<file path="src/hdl/tct_pkg.sv">
// tct_pkg: shared types and constants for the text console teletype core.
// Used by tct_screen_mem, tct_ctrl and text_console_teletype_core.
// No dependencies.
`timescale 1ns / 1ps

package tct_pkg;

	localparam int CMD_W      = 2;
	localparam int CHAR_W     = 8;
	localparam int ATTR_W     = 8;
	localparam int DX_W       = 8;
	localparam int DY_W       = 6;
	localparam int CFG_IDX_W  = 1;
	localparam int CFG_DATA_W = 8;
	localparam int TAB_STOP   = 4;
	localparam int TAB_W      = 2;
	localparam int TAB_CNT_W  = 3;

	localparam logic [CHAR_W-1:0] CH_BS    = 8'd8;
	localparam logic [CHAR_W-1:0] CH_TAB   = 8'd9;
	localparam logic [CHAR_W-1:0] CH_LF    = 8'd10;
	localparam logic [CHAR_W-1:0] CH_CR    = 8'd13;
	localparam logic [CHAR_W-1:0] CH_SPACE = 8'h20;
	localparam logic [CHAR_W-1:0] BLANK_CHAR = 8'h00;
	localparam logic [ATTR_W-1:0] BLANK_ATTR = 8'h07;

	typedef enum logic [CMD_W-1:0] {
		CMD_PUT   = 2'd0,
		CMD_MOVE  = 2'd1,
		CMD_CLEAR = 2'd2,
		CMD_READ  = 2'd3
	} cmd_t;

	typedef enum logic [CFG_IDX_W-1:0] {
		REG_FREE_MODE  = 1'b0,
		REG_WRITE_ATTR = 1'b1
	} cfg_reg_t;

	typedef enum logic [3:0] {
		ST_SWEEP,
		ST_DRAIN,
		ST_IDLE,
		ST_EXEC,
		ST_PUT,
		ST_AFTER,
		ST_BACK,
		ST_READ,
		ST_DONE
	} tct_state_t;

	typedef enum logic [1:0] {
		K_PLAIN,
		K_TAB,
		K_BACK,
		K_INIT
	} put_kind_t;

	typedef struct packed {
		logic chr_we;
		logic attr_we;
		logic rd_en;
	} mem_ctl_t;

endpackage

</file>
<file path="src/hdl/tct_ctrl.sv">
// tct_ctrl: command sequencer, cursor arithmetic and screen sweep engine
// (clear, scroll copy). Depends on tct_pkg; drives tct_screen_mem.
`timescale 1ns / 1ps

module tct_ctrl #(
	parameter int COLUMNS = 80,
	parameter int ROWS    = 25
) (
	input  logic                                      clk,
	input  logic                                      arst_n,
	input  logic                                      free_mode,
	input  logic [tct_pkg::ATTR_W-1:0]                write_attribute,
	input  logic                                      in_fire,
	input  logic [tct_pkg::CMD_W-1:0]                 command,
	input  logic [tct_pkg::CHAR_W-1:0]                char_code,
	input  logic signed [tct_pkg::DX_W-1:0]           move_dx,
	input  logic signed [tct_pkg::DY_W-1:0]           move_dy,
	input  logic [$clog2(COLUMNS*ROWS)-1:0]           cell_index,
	output logic                                      idle,
	input  logic                                      out_free,
	output logic                                      res_load,
	output logic [$clog2(COLUMNS)-1:0]                res_col,
	output logic [$clog2(ROWS)-1:0]                   res_row,
	output logic [$clog2(COLUMNS*ROWS)-1:0]           res_pos,
	output logic [tct_pkg::CHAR_W-1:0]                res_chr,
	output logic [tct_pkg::ATTR_W-1:0]                res_attr,
	output tct_pkg::mem_ctl_t                         mem_ctl,
	output logic [$clog2(COLUMNS*ROWS)-1:0]           mem_waddr,
	output logic [tct_pkg::CHAR_W-1:0]                mem_wchr,
	output logic [tct_pkg::ATTR_W-1:0]                mem_wattr,
	output logic [$clog2(COLUMNS*ROWS)-1:0]           mem_raddr,
	input  logic [tct_pkg::CHAR_W-1:0]                mem_rchr,
	input  logic [tct_pkg::ATTR_W-1:0]                mem_rattr
);
	import tct_pkg::*;

	localparam int CELLS = COLUMNS * ROWS;
	localparam int COL_W = $clog2(COLUMNS);
	localparam int ROW_W = $clog2(ROWS);
	localparam int POS_W = $clog2(CELLS);
	localparam int MVC_W = ((COL_W > DX_W - 1) ? COL_W : DX_W - 1) + 2;
	localparam int MVR_W = ((ROW_W > DY_W - 1) ? ROW_W : DY_W - 1) + 2;

	localparam logic [COL_W-1:0] LAST_COL  = COL_W'(COLUMNS - 1);
	localparam logic [ROW_W-1:0] LAST_ROW  = ROW_W'(ROWS - 1);
	localparam logic [POS_W-1:0] LAST_CELL = POS_W'(CELLS - 1);
	localparam logic [POS_W-1:0] LAST_ROW_BASE = POS_W'(CELLS - COLUMNS);

	tct_state_t state_q, state_d;
	put_kind_t  kind_q;

	logic [COL_W-1:0]     col_q;
	logic [ROW_W-1:0]     row_q;
	logic [POS_W-1:0]     tgt_q;
	logic                 copy_q;
	logic [TAB_CNT_W-1:0] cnt_q;
	logic                 cp_vld_q;
	logic [POS_W-1:0]     cp_addr_q;
	logic                 cp_blank_q;

	logic [CMD_W-1:0]       cmd_q;
	logic [CHAR_W-1:0]      chr_q;
	logic signed [DX_W-1:0] dx_q;
	logic signed [DY_W-1:0] dy_q;
	logic [POS_W-1:0]       idx_q;
	logic [CHAR_W-1:0]      wchr_q;
	logic [CHAR_W-1:0]      res_chr_q;
	logic [ATTR_W-1:0]      res_attr_q;

	logic [POS_W-1:0]        cur_pos;
	logic                    rd_ok;
	logic                    sweep_blank;
	logic                    wrap_scroll;
	logic signed [MVC_W-1:0] mv_col;
	logic signed [MVR_W-1:0] mv_row;
	logic [COL_W-1:0]        col_mv;
	logic [ROW_W-1:0]        row_mv;

	assign cur_pos     = POS_W'(row_q) * POS_W'(COLUMNS) + POS_W'(col_q);
	assign rd_ok       = {1'b0, idx_q} < (POS_W + 1)'(CELLS);
	assign sweep_blank = !copy_q || (tgt_q >= LAST_ROW_BASE);
	assign wrap_scroll = (col_q == LAST_COL) && (row_q == LAST_ROW);

	// relative move with saturation
	always_comb begin
		mv_col = $signed({{(MVC_W - COL_W){1'b0}}, col_q}) + MVC_W'(dx_q);
		mv_row = $signed({{(MVR_W - ROW_W){1'b0}}, row_q}) + MVR_W'(dy_q);
		if (mv_col < 0) begin
			col_mv = '0;
		end else if (mv_col > $signed(MVC_W'(COLUMNS - 1))) begin
			col_mv = LAST_COL;
		end else begin
			col_mv = mv_col[COL_W-1:0];
		end
		if (mv_row < 0) begin
			row_mv = '0;
		end else if (mv_row > $signed(MVR_W'(ROWS - 1))) begin
			row_mv = LAST_ROW;
		end else begin
			row_mv = mv_row[ROW_W-1:0];
		end
	end

	// next state
	always_comb begin
		state_d = state_q;
		case (state_q)
			ST_SWEEP: begin
				if (tgt_q == LAST_CELL) begin
					state_d = ST_DRAIN;
				end
			end
			ST_DRAIN: state_d = ST_AFTER;
			ST_IDLE: begin
				if (in_fire) begin
					state_d = ST_EXEC;
				end
			end
			ST_EXEC: begin
				case (cmd_t'(cmd_q))
					CMD_PUT: begin
						if (chr_q == CH_LF) begin
							state_d = (row_q == LAST_ROW) ? ST_SWEEP : ST_DONE;
						end else if (chr_q == CH_CR) begin
							state_d = ST_DONE;
						end else begin
							state_d = ST_PUT;
						end
					end
					CMD_CLEAR: state_d = ST_SWEEP;
					CMD_READ:  state_d = ST_READ;
					default:   state_d = ST_DONE;
				endcase
			end
			ST_PUT: state_d = wrap_scroll ? ST_SWEEP : ST_AFTER;
			ST_AFTER: begin
				case (kind_q)
					K_TAB:   state_d = (cnt_q != '0) ? ST_PUT : ST_DONE;
					K_BACK:  state_d = ST_BACK;
					K_INIT:  state_d = ST_IDLE;
					default: state_d = ST_DONE;
				endcase
			end
			ST_BACK: state_d = ST_DONE;
			ST_READ: state_d = ST_DONE;
			ST_DONE: begin
				if (out_free) begin
					state_d = ST_IDLE;
				end
			end
			default: state_d = ST_IDLE;
		endcase
	end

	// outputs and memory port
	always_comb begin
		idle      = (state_q == ST_IDLE);
		res_load  = (state_q == ST_DONE) && out_free;
		mem_ctl   = '0;
		mem_waddr = cur_pos;
		mem_wchr  = wchr_q;
		mem_wattr = write_attribute;
		mem_raddr = idx_q;
		if (state_q == ST_SWEEP) begin
			mem_raddr      = tgt_q + POS_W'(COLUMNS);
			mem_ctl.rd_en  = !sweep_blank;
		end else if (state_q == ST_EXEC) begin
			mem_ctl.rd_en  = (cmd_t'(cmd_q) == CMD_READ) && rd_ok;
		end
		if (cp_vld_q) begin
			mem_ctl.chr_we  = 1'b1;
			mem_ctl.attr_we = 1'b1;
			mem_waddr       = cp_addr_q;
			mem_wchr        = cp_blank_q ? BLANK_CHAR : mem_rchr;
			mem_wattr       = cp_blank_q ? BLANK_ATTR : mem_rattr;
		end else if (state_q == ST_PUT) begin
			mem_ctl.chr_we  = 1'b1;
			mem_ctl.attr_we = (write_attribute != '0);
		end
	end

	assign res_col  = col_q;
	assign res_row  = row_q;
	assign res_pos  = cur_pos;
	assign res_chr  = res_chr_q;
	assign res_attr = res_attr_q;

	always_ff @(posedge clk or negedge arst_n) begin
		if (!arst_n) begin
			state_q  <= ST_SWEEP;
			kind_q   <= K_INIT;
			col_q    <= '0;
			row_q    <= '0;
			tgt_q    <= '0;
			copy_q   <= 1'b0;
			cnt_q    <= '0;
			cp_vld_q <= 1'b0;
		end else begin
			state_q  <= state_d;
			cp_vld_q <= (state_q == ST_SWEEP);
			case (state_q)
				ST_SWEEP: tgt_q <= tgt_q + 1'b1;
				ST_EXEC: begin
					tgt_q  <= '0;
					kind_q <= K_PLAIN;
					cnt_q  <= TAB_CNT_W'(TAB_STOP) - {1'b0, col_q[TAB_W-1:0]};
					case (cmd_t'(cmd_q))
						CMD_PUT: begin
							copy_q <= 1'b1;
							if (chr_q == CH_TAB) begin
								kind_q <= K_TAB;
							end else if (chr_q == CH_BS) begin
								kind_q <= K_BACK;
							end
							if (chr_q == CH_LF) begin
								col_q <= '0;
								if (row_q != LAST_ROW) begin
									row_q <= row_q + 1'b1;
								end
							end else if (chr_q == CH_CR) begin
								col_q <= '0;
							end
						end
						CMD_MOVE: begin
							col_q <= col_mv;
							row_q <= row_mv;
						end
						CMD_CLEAR: begin
							copy_q <= 1'b0;
							col_q  <= '0;
							row_q  <= '0;
						end
						default: ;
					endcase
				end
				ST_PUT: begin
					tgt_q  <= '0;
					copy_q <= 1'b1;
					cnt_q  <= cnt_q - 1'b1;
					if (col_q == LAST_COL) begin
						col_q <= '0;
						if (row_q != LAST_ROW) begin
							row_q <= row_q + 1'b1;
						end
					end else begin
						col_q <= col_q + 1'b1;
					end
				end
				ST_BACK: begin
					if (col_q >= COL_W'(2)) begin
						col_q <= col_q - COL_W'(2);
					end else if (free_mode) begin
						col_q <= LAST_COL;
						if (row_q != '0) begin
							row_q <= row_q - 1'b1;
						end
					end else begin
						col_q <= '0;
					end
				end
				default: ;
			endcase
		end
	end

	always_ff @(posedge clk) begin
		cp_addr_q  <= tgt_q;
		cp_blank_q <= sweep_blank;
		if (in_fire && state_q == ST_IDLE) begin
			cmd_q <= command;
			chr_q <= char_code;
			dx_q  <= move_dx;
			dy_q  <= move_dy;
			idx_q <= cell_index;
		end
		if (state_q == ST_EXEC) begin
			wchr_q     <= ((chr_q == CH_TAB) || (chr_q == CH_BS)) ? CH_SPACE : chr_q;
			res_chr_q  <= '0;
			res_attr_q <= '0;
		end
		if (state_q == ST_READ && rd_ok) begin
			res_chr_q  <= mem_rchr;
			res_attr_q <= mem_rattr;
		end
	end

`ifndef NO_ASSERTIONS
	a_cursor_range: assert property (@(posedge clk) disable iff (!arst_n)
		(col_q <= LAST_COL) && (row_q <= LAST_ROW))
		else $error("cursor out of screen");

	a_idle_no_sweep: assert property (@(posedge clk) disable iff (!arst_n)
		(state_q == ST_IDLE) |-> !cp_vld_q)
		else $error("sweep write pending while idle");

	a_put_no_clash: assert property (@(posedge clk) disable iff (!arst_n)
		(state_q == ST_PUT) |-> !cp_vld_q)
		else $error("character write collides with sweep write");

	a_tab_count: assert property (@(posedge clk) disable iff (!arst_n)
		(state_q == ST_PUT && kind_q == K_TAB) |-> (cnt_q != '0))
		else $error("tab space written with no count left");

	a_sweep_range: assert property (@(posedge clk) disable iff (!arst_n)
		(state_q == ST_SWEEP) |-> (tgt_q <= LAST_CELL))
		else $error("sweep past end of screen store");
`endif

endmodule
</file>
<file path="config.mk">
export PLATFORM = sky130hd
export DESIGN_NAME = tct_ctrl
export DESIGN_NICKNAME = d
export VERILOG_FILES = /design/src/hdl/tct_pkg.sv /design/src/hdl/tct_ctrl.sv
export SDC_FILE = /design/constraint.sdc
export NUM_CORES = 1
export LEC_CHECK = 0
export ABC_AREA = 1
export ABC_CLOCK_PERIOD_IN_PS = 4500
export BUFFER_PORTS_ARGS = -buffer_cell sky130_fd_sc_hd__clkbuf_2
export CAP_MARGIN = 20
export CELL_PAD_IN_SITES_DETAIL_PLACEMENT = 1
export CELL_PAD_IN_SITES_GLOBAL_PLACEMENT = 2
export CORE_ASPECT_RATIO = 1.2
export CORE_MARGIN = 2
export CORE_UTILIZATION = 29
export DETAILED_ROUTE_END_ITERATION = 10
export PLACE_DENSITY_LB_ADDON = 0.1
export SLEW_MARGIN = 0
export SYNTH_ARGS = -nofsm -noshare
export SYNTH_HDL_FRONTEND = slang
export SYNTH_SLANG_ARGS = --single-unit
</file>
<file path="constraint.sdc">
create_clock -name clk -period 4.5 [get_ports clk]
set_clock_uncertainty 0.1 [all_clocks]
set_input_delay 1.125 -clock clk [delete_from_list [all_inputs] [get_ports clk]]
set_output_delay 1.125 -clock clk [all_outputs]
set_load 0.1 [all_outputs]
</file>
==> reports/qor.txt <==
Status: finished clean
Slowest stage delay, CP: 0.63 ns
Root Buffer: clkbuf_16
Initial drt markers: 199
Critical Path Most Common Cell: ha_1
Yosys cell types: 53
Initial cell density of the core: 29.5%
Crit. End Element: output port
CP Max Fanout: 10
Part of the Yosys area used for sequential elements: 44.7%
Area Growth Syn to Fin: 22.8%
Die W: 140 um
CTS Hold Bufs: 0
Fmax: 0.233 GHz
Io pins: 146
Reg2reg end: res_attr[4]
Clock tree sinks: 105
DR vias/cell: 4.74
Non-filler cells, final: 1164
# Post-CTS Setup Buffers: 0
DP Wirelength: 15.6 mm
RSZ-0062 raised after global routing: no
Synth warnings: 0
Count of pins over their slew limit: 0
Share of cells above drive strength 1: 26.7%
R2R Setup Slk: 1.83 ns
Initial antenna violation count: 0
Commonest non-fill, non-tap cell in the layout: nand2_1
Grt ovf: 0
Final wirelength: 19.5 mm
Worst-Margin Slew: 0.892 ns
Tmin final: 4.30 ns
Number of synthesized flops with an enable pin: 59
Final Hold Vio Count: 0
R2R Path Start: idx_q[5]
ANT cells: 0
CP required: 3.27 ns
Worst r2r path cells: 3
CTS buffer count: 9
Mapped Nets: 853
First-pass GRT wire length: 31.0 mm
Die Y: 167 um
IO buf count: 145
Mapped cell area: 6410 um^2
RePlAce Congestion: 0.830
Worst slack, placed: 0.566 ns
Dpl cells: 1147
Synth Area per Inst: 8.60 um^2
Largest net degree at the start of global routing: 36
Ys flop type: edfxtp_1
Number of global-route vias before repair: 5749
Hold_sp: tgt_q[1]
Final WS setup: 0.205 ns
Worst-case hold path end point: cp_addr_q[1]
Vias post-DR: 5515
Setup Viol. Count Final: 0
#FFs+latches synth: 105
Core ar.: 21700 um^2
Worst rel slew slack: 40.0%
Crit-path slowest cell: fa_1
Latest clock arrival within the worst-skew pair: 0.36 ns
Tcrit/Tclk final: 95.5%
TritonCTS clock tree: done
DRT antenna net count: 0
Avg WL per Cell: 16.8 um
Critical Path, Cell by Cell: ha_1 -> ha_1 -> fa_1 -> nand3_1 -> xor2_4 -> nand2_1 -> nand2_2 -> clkbuf_2
Post-Route Utilization: 36.2%
H-tree depth: 3
Worst setup SP type: flop
Post-CTS sizing: 0
Final net count: 993
Die footprint: 23300 um^2
Max_cap viols: 0
Leading cell types in the layout, fill and taps excluded: nand2_1, clkbuf_2, inv_1, nor2_1, edfxtp_1
Row Count: 59
Final hold slack: 0.317 ns
Ys async rst share: 32.4%
WHS Path Cells: 0
# DRC: 0
Min-delay worst type: flop to flop
TritonRoute pass-1 iters: 4
CTS Buffer Depth: 2
GRT Total Usage: 16.8%
Gate count after technology mapping: 745
Setup CP Type: flop to output port
CP arrival: 3.07 ns
Clock Pin Slew Worst Setup and Hold Paths: 0.08 ns
-- critical path, delay by kind of cell (launching register included) --
family / cells / cell delay (ns)
adders and majority gates: 3 / 1.17
DFF: 1 / 0.49
buffers and inverters: 1 / 0.44
and+or+nand+nor: 3 / 0.37
xor gates and xnor gates: 1 / 0.23
-- per-layer routing --
layer  GRT usage [%]  vias up  part of all wire, %
li1                -     2742                    -
met1            21.9     2642                   47
met2            28.8      115                   48
met3            2.70       16                  3.6
met4            4.65        0                  1.3
met5               0        -                    0
-- synthesized netlist by cell type (all sizes together), types with 2 or more instances --
cell / n / area share (%)
xor2: 16 / 2.2
o22ai: 8 / 0.78
o211ai: 3 / 0.35
inv: 109 / 6.5
or2: 3 / 0.29
a31oi: 5 / 0.49
ha: 40 / 7.8
nand4: 7 / 0.68
dfrtp: 32 / 13
o2111ai: 2 / 0.27
nor2: 81 / 6.1
a221oi: 2 / 0.27
dfstp: 2 / 0.82
edfxtp: 59 / 28
o21ai: 51 / 4.1
o221ai: 2 / 0.27
dfxtp: 12 / 3.7
nand3b: 5 / 0.59
clkbuf: 12 / 0.70
buf: 9 / 0.96
nand2: 167 / 10
nor3: 9 / 1.0
clkinv: 2 / 0.14
nand3: 43 / 3.6
a22oi: 8 / 1.3
a21oi: 34 / 2.9
nor4: 5 / 0.49
fa: 4 / 1.3
xnor2: 7 / 0.96
-- state kept, by name, summed over array words and instances, names as in the netlist --
name	count
cp_addr_q	11
cmd_q	2
state_q	4
cnt_q	3
res_col	7
tgt_q	11
res_attr	8
dy_q	6
chr_q	8
cp_blank_q	1
dx_q	8
res_row	5
res_chr	8
idx_q	11
cp_vld_q	1
copy_q	1
kind_q	2
wchr_q	8
-- metrics by stage --
step / area [um^2] / setup TNS, ns
6_report: 7870 / 0
5_1_grt: 7870 / 0
4_1_cts: 7850 / 0
3_5_place_dp: 7530 / 0
3_3_place_gp: 7530 / 0
2_1_floorplan: 6520 / -0.586
-- logic make-up after synthesis --
family | count (synthesis) | synth area share, %
DFF | 105 | 44.7
adders and majority gates | 44 | 9.06
buffers and inverters | 132 | 8.30
AOI/OAI and AO/OA | 119 | 11.2
xor gates and xnor gates | 23 | 3.14
and+or+nand+nor | 321 | 23.3
muxes | 1 | 0.234
-- worst max path at each step --
stage                     depth (start not counted)  startpoint       endpoint
after floorplan                                   9  res_row[3]  mem_waddr[10]
after global placement                            8  res_row[3]   mem_waddr[9]
after detailed placement                          8  res_row[3]   mem_waddr[9]
after CTS                                         8  res_row[3]   mem_waddr[9]
after global routing                              8  res_row[3]   mem_waddr[9]
final                                             8  res_row[3]   mem_waddr[9]
-- final cells by class --
type	count	area [um^2]
multi-input combinational	508	3120
clock buffer	10	229
clock inverter	6	83.8
fill	2616	13800
inverter	111	425
timing repair buffer	150	793
tap	274	343
sequential	105	2870
Power is not shown: default switching activity piles up to over one toggle a cycle in this logic, so the estimate is an artifact.
